--- config.mk ---
export PLATFORM = sky130hd
export DESIGN_NAME = ppj_cell
export DESIGN_NICKNAME = d
export VERILOG_FILES = /design/src/ppj_pkg.sv /design/src/ppj_cell.sv
export SDC_FILE = /design/constraint.sdc
export NUM_CORES = 1
export LEC_CHECK = 0
export BUFFER_PORTS_ARGS = -buffer_cell sky130_fd_sc_hd__buf_2
export CAP_MARGIN = 20
export CORE_AREA = 2 2 459 461
export CTS_BUF_LIST = sky130_fd_sc_hd__clkbuf_8 sky130_fd_sc_hd__clkbuf_16
export DETAILED_ROUTE_END_ITERATION = 10
export DIE_AREA = 0 0 461 463
export HOLD_SLACK_MARGIN = 0.03
export PLACE_DENSITY = 0.38
export SETUP_SLACK_MARGIN = 0.02
export SKIP_CTS_REPAIR_TIMING = 1
export SYNTH_ARGS = -nofsm -noshare
export SYNTH_HDL_FRONTEND = slang
export SYNTH_SLANG_ARGS = --single-unit
--- constraint.sdc ---
create_clock -name clk -period 3.4 [get_ports clk]
set_clock_uncertainty 0.1 [all_clocks]
set_input_delay 0.34 -clock clk [delete_from_list [all_inputs] [get_ports clk]]
set_output_delay 0.34 -clock clk [all_outputs]
set_load 0.05 [all_outputs]
--- src/ppj_pkg.sv ---
// Shared constants, types and helper functions of the homogeneous point projector.
package ppj_pkg;

  localparam int COORD_FRAC_BITS = 16;
  localparam int COEF_FRAC_BITS  = 10;

  localparam int CW        = 32;
  localparam int KW        = 21;
  localparam int REG_W     = 63;
  localparam int IDX_W     = 3;
  localparam int SCR_W     = 32;
  localparam int TW_W      = 16;
  localparam int FULL_FRAC = COORD_FRAC_BITS + COEF_FRAC_BITS;

  localparam int PW    = KW + CW;
  localparam int ACC_W = PW + 2;
  localparam int MAG_W = ACC_W - 1;
  localparam int QB    = SCR_W + 1;

  localparam int DW  = ((KW + COORD_FRAC_BITS) > (CW + COEF_FRAC_BITS) ?
                        (KW + COORD_FRAC_BITS) : (CW + COEF_FRAC_BITS)) + 2;
  localparam int DMW = DW - 1;

  localparam int SQ_W      = 30;
  localparam int SHW       = $clog2(DMW - SQ_W + 1);
  localparam int SSW       = 2 * SQ_W + 2;
  localparam int SQ_STEPS  = SSW / 2;
  localparam int SQ_ROOT_W = SQ_STEPS;
  localparam int SQR_W     = SQ_ROOT_W + 2;

  localparam int UNIT_SH  = 14;
  localparam int UNIT_Q14 = 1 << UNIT_SH;
  localparam int TQB      = UNIT_SH + 1;
  localparam int TN_W     = SQ_W + UNIT_SH + 1;

  localparam int NSTEP = (QB > SQ_STEPS + 1 + TQB) ? QB : SQ_STEPS + 1 + TQB;

  localparam longint unsigned EPS_RAW =
    ((64'd1 << FULL_FRAC) + 64'd500000) / 64'd1000000;
  localparam longint unsigned EPS = (EPS_RAW == 0) ? 64'd1 : EPS_RAW;
  localparam longint unsigned DIR_RAW =
    ((64'd1 << FULL_FRAC) + 64'd5000) / 64'd10000;
  localparam longint unsigned DIR_LIM = (DIR_RAW == 0) ? 64'd1 : DIR_RAW;
  localparam longint unsigned EPS_SQ  = EPS * EPS;

  localparam int VSH_L = (COEF_FRAC_BITS <= UNIT_SH) ? UNIT_SH - COEF_FRAC_BITS : 0;
  localparam int VSH_R = (COEF_FRAC_BITS > UNIT_SH) ? COEF_FRAC_BITS - UNIT_SH : 0;
  localparam int VRND  = (COEF_FRAC_BITS > UNIT_SH) ? (1 << (VSH_R - 1)) : 0;
  localparam int VMW   = KW + UNIT_SH + 1;

  typedef enum logic [IDX_W-1:0] {
    REG_ROW_X,
    REG_ROW_Y,
    REG_ROW_W,
    REG_TRANS,
    REG_EYE,
    REG_VIEW,
    REG_PERSP
  } reg_idx_t;

  typedef struct packed {
    logic                           dir;
    logic                           res_valid;
    logic                           neg_x;
    logic                           neg_y;
    logic                           sat_x;
    logic                           sat_y;
    logic [MAG_W-1:0]               den;
    logic [MAG_W-1:0]               rx;
    logic [MAG_W-1:0]               ry;
    logic [QB-1:0]                  qx;
    logic [QB-1:0]                  qy;
    logic                           fallback;
    logic [2:0]                     tw_neg;
    logic [2:0][SQ_W-1:0]           dm;
    logic [SSW-1:0]                 sq_in;
    logic [SQR_W-1:0]               sq_rem;
    logic [SQ_ROOT_W-1:0]           sq_root;
    logic [2:0][SQ_ROOT_W-1:0]      trem;
    logic [2:0][TQB-1:0]            tq;
  } work_t;

  function automatic logic signed [KW-1:0] coef_field(input logic [REG_W-1:0] r,
                                                      input int unsigned i);
    coef_field = r[KW*i +: KW];
  endfunction

  function automatic logic signed [TW_W-1:0] view_q14(input logic signed [KW-1:0] v);
    logic [KW-1:0]  m;
    logic [VMW-1:0] mw;
    logic [TW_W-1:0] t;
    m  = (v < 0) ? KW'(-v) : KW'(v);
    mw = ((VMW'(m) << VSH_L) + VMW'(VRND)) >> VSH_R;
    t  = (mw > VMW'(UNIT_Q14)) ? TW_W'(UNIT_Q14) : TW_W'(mw);
    view_q14 = (v < 0) ? -$signed(t) : $signed(t);
  endfunction

endpackage

--- src/ppj_cell.sv ---
// One cell of the projector chain: division, square-root and unit-vector steps.
module ppj_cell #(
  parameter int STEP = 0
) (
  input  logic           clk,
  input  logic           rst,
  input  logic           en,
  input  logic           vld_in,
  input  ppj_pkg::work_t d,
  output logic           vld_out,
  output ppj_pkg::work_t q
);

  ppj_pkg::work_t w;

  always_comb begin
    logic [ppj_pkg::MAG_W:0]       trx;
    logic [ppj_pkg::MAG_W:0]       try_y;
    logic [ppj_pkg::SQR_W+1:0]     st;
    logic [ppj_pkg::SQR_W+1:0]     strial;
    logic [ppj_pkg::SQ_ROOT_W:0]   tt;
    logic [ppj_pkg::TN_W-1:0]      tn;
    logic [ppj_pkg::SQ_ROOT_W-1:0] len;
    trx    = '0;
    try_y  = '0;
    st     = '0;
    strial = '0;
    tt     = '0;
    tn     = '0;
    len    = '0;
    w      = d;
    if (STEP < ppj_pkg::QB) begin
      trx   = {d.rx, d.qx[ppj_pkg::QB-1]};
      try_y = {d.ry, d.qy[ppj_pkg::QB-1]};
      if (trx >= {1'b0, d.den}) begin
        w.rx = ppj_pkg::MAG_W'(trx - {1'b0, d.den});
        w.qx = {d.qx[ppj_pkg::QB-2:0], 1'b1};
      end else begin
        w.rx = trx[ppj_pkg::MAG_W-1:0];
        w.qx = {d.qx[ppj_pkg::QB-2:0], 1'b0};
      end
      if (try_y >= {1'b0, d.den}) begin
        w.ry = ppj_pkg::MAG_W'(try_y - {1'b0, d.den});
        w.qy = {d.qy[ppj_pkg::QB-2:0], 1'b1};
      end else begin
        w.ry = try_y[ppj_pkg::MAG_W-1:0];
        w.qy = {d.qy[ppj_pkg::QB-2:0], 1'b0};
      end
    end
    if (STEP < ppj_pkg::SQ_STEPS) begin
      st     = {d.sq_rem, d.sq_in[ppj_pkg::SSW-1 -: 2]};
      strial = (ppj_pkg::SQR_W+2)'({d.sq_root, 2'b01});
      if (st >= strial) begin
        w.sq_rem  = ppj_pkg::SQR_W'(st - strial);
        w.sq_root = {d.sq_root[ppj_pkg::SQ_ROOT_W-2:0], 1'b1};
      end else begin
        w.sq_rem  = st[ppj_pkg::SQR_W-1:0];
        w.sq_root = {d.sq_root[ppj_pkg::SQ_ROOT_W-2:0], 1'b0};
      end
      w.sq_in = d.sq_in << 2;
    end
    if (STEP == ppj_pkg::SQ_STEPS) begin
      len = (d.sq_root == '0) ? ppj_pkg::SQ_ROOT_W'(1) : d.sq_root;
      w.sq_root = len;
      for (int i = 0; i < 3; i++) begin
        tn = {1'b0, d.dm[i], {ppj_pkg::UNIT_SH{1'b0}}} + ppj_pkg::TN_W'(len >> 1);
        w.trem[i] = ppj_pkg::SQ_ROOT_W'(tn >> ppj_pkg::TQB);
        w.tq[i]   = tn[ppj_pkg::TQB-1:0];
      end
    end
    if (STEP > ppj_pkg::SQ_STEPS && STEP <= ppj_pkg::SQ_STEPS + ppj_pkg::TQB) begin
      for (int i = 0; i < 3; i++) begin
        tt = {d.trem[i], d.tq[i][ppj_pkg::TQB-1]};
        if (tt >= {1'b0, d.sq_root}) begin
          w.trem[i] = ppj_pkg::SQ_ROOT_W'(tt - {1'b0, d.sq_root});
          w.tq[i]   = {d.tq[i][ppj_pkg::TQB-2:0], 1'b1};
        end else begin
          w.trem[i] = tt[ppj_pkg::SQ_ROOT_W-1:0];
          w.tq[i]   = {d.tq[i][ppj_pkg::TQB-2:0], 1'b0};
        end
      end
    end
  end

  always_ff @(posedge clk) begin
    if (rst) begin
      vld_out <= 1'b0;
    end else if (en) begin
      vld_out <= vld_in;
    end
  end

  always_ff @(posedge clk) begin
    if (en) begin
      q <= w;
    end
  end

endmodule

==> summary.txt <==
CTS
  • Root buffer cell: clkbuf_16
  • CTS max path bufs: 3
  • H-Tree Level Count: 3
  • Clk sinks: 591
  • CTS tree: yes
  • Reg clk slew, reported paths: 60 ps
  • TritonCTS buffer count: 79
  • Later-pin clock latency in the skew report: 710 ps

Min path
  • Hold path start: d[263]
  • Hold Path Depth: 4
  • Min-Delay Path Class: in2reg
  • Worst Hold Endpoint: q[170]

Route
  • # DRC: 0
  • DRT antenna net count: 0
  • First drt pass iteration count: 7
  • DRT iter0 DRCs: 2138
  • Vias/cell: 3.792
  • DRT Wirelength: between 150 and 200 mm
  • Vias: 27450
  • Drt wl/cell: 25.99 um

Yosys
  • Post-synth top cells: edfxtp_1 (590), nand2_1 (200), a21oi_1 (174)
  • Cell Area, Synth: 27950 um2
  • Gate Count Post-Synth: 2175
  • Syn_area_per_cell: 12.85 um2
  • Post-synth EDFFs: 590
  • Sequential area share after synthesis: 0.6346
  • Unique masters post-synth: 72
  • Yosys Warn Count: 0
  • Most common cell in the synthesized netlist: edfxtp_1
  • Ys async rst share: 0
  • Post-synth top area share: 0.6339
  • Yosys reg bits: 591
  • Commonest register cell after synthesis: edfxtp_1
  • Synth area leaders: edfxtp_1 (63%), ha_1 (6.3%), a21oi_1 (3.1%), o21ai_0 (3.0%), nand2_1 (2.7%)
  • Area leader, netlist: edfxtp_1

STA
  • RSZ-0062 raised after global routing: false
  • Max-slew violations: 0
  • Final setup viols: 0
  • Fin. Hold Viols: 0
  • Least-Margin Pin Slew: around 740 ps
  • Period utilisation layout: 0.9851
  • Hold slack: 59.73 ps
  • Slew Limit Headroom: 0.5096
  • Final Critical Period: around 3300 ps
  • Fmax: 298.6 MHz

Floorplan
  • Core box area: 208500 um2
  • Die area: 213400 um2
  • Initial Utilization: 0.1340
  • # IOs: 1189
  • Die H: ~460 um
  • Site Rows: 168
  • X dimension of the die: 461 um

Worst setup path
  • Slowest CP cell: dlygate4sd3_1
  • Worst-case reg-to-reg path depth: 3
  • CP startpoint kind: input pin
  • WP data required: 3880 ps
  • CP max FO: 22
  • Flop2flop setup slack: between 2000 and 2500 ps
  • Data arrival, critical path: 3830 ps
  • Highest cell delay on the worst timing path: approximately 560 ps
  • Setup crit end kind: register
  • Critical path cell sequence: dlygate4sd3_1 > buf_2 > ha_1 > nand2_1 > a21oi_1 > o21ai_0 > a211oi_1 > buf_4 > o21ai_1 > o31a_2 > buf_4 > o21ai_0 > buf_4
  • Worst Setup Path Type: in2reg
  • Worst path most repeated cell: buf_4
  • Reg2reg end: vld_out
  • R2r startpoint: vld_out
  • Critical path launch point: d[173]

Pwr
  • Pwr dens: 534.7 nW/um2
  • P_leak: 20.57 nW
  • Logic pwr share: 0.303
  • Reg power frac: 0.355
  • P_int: 16.51 mW
  • Psw: 9.429 mW
  • VDD IR max: 0.3416 mV
  • Clk pwr share: 0.342
  • Switching share of power: 0.3635

GRT
  • Global Route Usage Sum: 0.1648
  • Antenna violations before repair: between 100 and 150
  • First-pass GRT wire length: 233.2 mm
  • Gr ovfl total: 0
  • Vias in the first global route: between 20000 and 25000
  • Pin count of the biggest net entering global routing: 74

Layout
  • Synthesis-to-finish area growth: 73.58%
  • Finished Core Util: 0.2327
  • Layout cells sized above 1: 0.3899
  • Fin area: between 40000 and 50000 um2
  • Final Net Count: 5054

Status
  • Status: finished clean

Job
  • Max-cap violations: 0

Placement
  • Post-DP HPWL: approximately 160 mm
  • Placer congestion estimate: about 0.9
  • Port Buf Inserts: ~1200
  • Placed cell areas: about 40000 um2
## state kept, by name (all words and copies together), names as in the netlist
| name | flops |
|---|---|
| vld_out | 1 |
| q | 590 |
## layout by cell type, fill, tap and decap left out, types with 32 or more instances in the layout
cell type / count
buf_4: 352
inv_1: 151
buf_2: 1185
nor2_1: 94
ha_1: 141
nand3_1: 43
xor2_1: 45
mux2_1: 43
nand2_1: 200
a21oi_1: 174
clkbuf_16: 81
o21bai_1: 32
nand4_1: 33
a21o_1: 59
xnor2_1: 81
o21ai_0: 165
diode_2: 56
dlygate4sd3_1: 583
edfxtp_1: 590
## critical path, delay by kind of cell
kind                       cells  cell delay (ps)
AOI/OAI and AO/OA              6             1870
adders and majority gates      1              300
buffers and inverters          5             1260
and+or+nand+nor                1               60
## how the worst max path moves through the flow
stage               endpoint  slack, ps  cells after the start
finish                q[193]         50                     13
global route          q[193]         20                     13
CTS                   q[493]        340                     15
detailed placement    q[493]       -460                     15
global placement      q[528]       -440                     15
floorplan             q[446]        200                     12
## cell type report
cell class	count	area (um2)
multi-input combinational	1375	9319
tap	2805	3510
timing repair buffer	2131	14620
clock buffer	81	2027
clock inverter	63	644.4
fill	22640	160000
inverter	137	514.2
sequential	591	17740
antenna	56	140.1
## layer usage
| metal | vias to the layer above | track usage | share of wire |
|---|---|---|---|
| met3 | 270 | 0.08058 | 0.11 |
| met2 | 1243 | 0.2508 | 0.44 |
| li1 | 12520 | - | - |
| met4 | 26 | 0.06135 | 0.033 |
| met1 | 13390 | 0.1988 | 0.42 |
| met5 | - | 0 | 0.00092 |
## power by group through the flow
stage,clock network [mW],logic [mW],registers [mW]
2_1_floorplan,0,1.66,11.8
3_3_place_gp,0,7.26,9.37
3_5_place_dp,0,7.23,9.36
4_1_cts,9.19,7.27,9.24
5_1_grt,9.39,8.29,9.29
6_report,8.87,7.85,9.22
## cells by family after synthesis
family	Yosys count	share of synthesized area
fa+ha+maj	143	0.06455
simple gates	475	0.07875
flops	591	0.6346
compound gates	570	0.1267
xor+xnor	126	0.03948
buf+inv	210	0.03219
mux	59	0.02359
other cells	1	0.0001342
## per-stage QoR
stage	setup TNS [ps]	worst slack [ps]	instances	power [mW]
after floorplan	0	199.0	2176	13.43
after global placement	-38320	-443.3	6456	16.64
after detailed placement	-41390	-459.6	6456	16.60
after CTS	0	337.0	6600	25.69
after global routing	0	20.24	7229	26.96
final	0	50.71	7239	25.94
No activity file was read; power rests on OpenSTA's default activity.
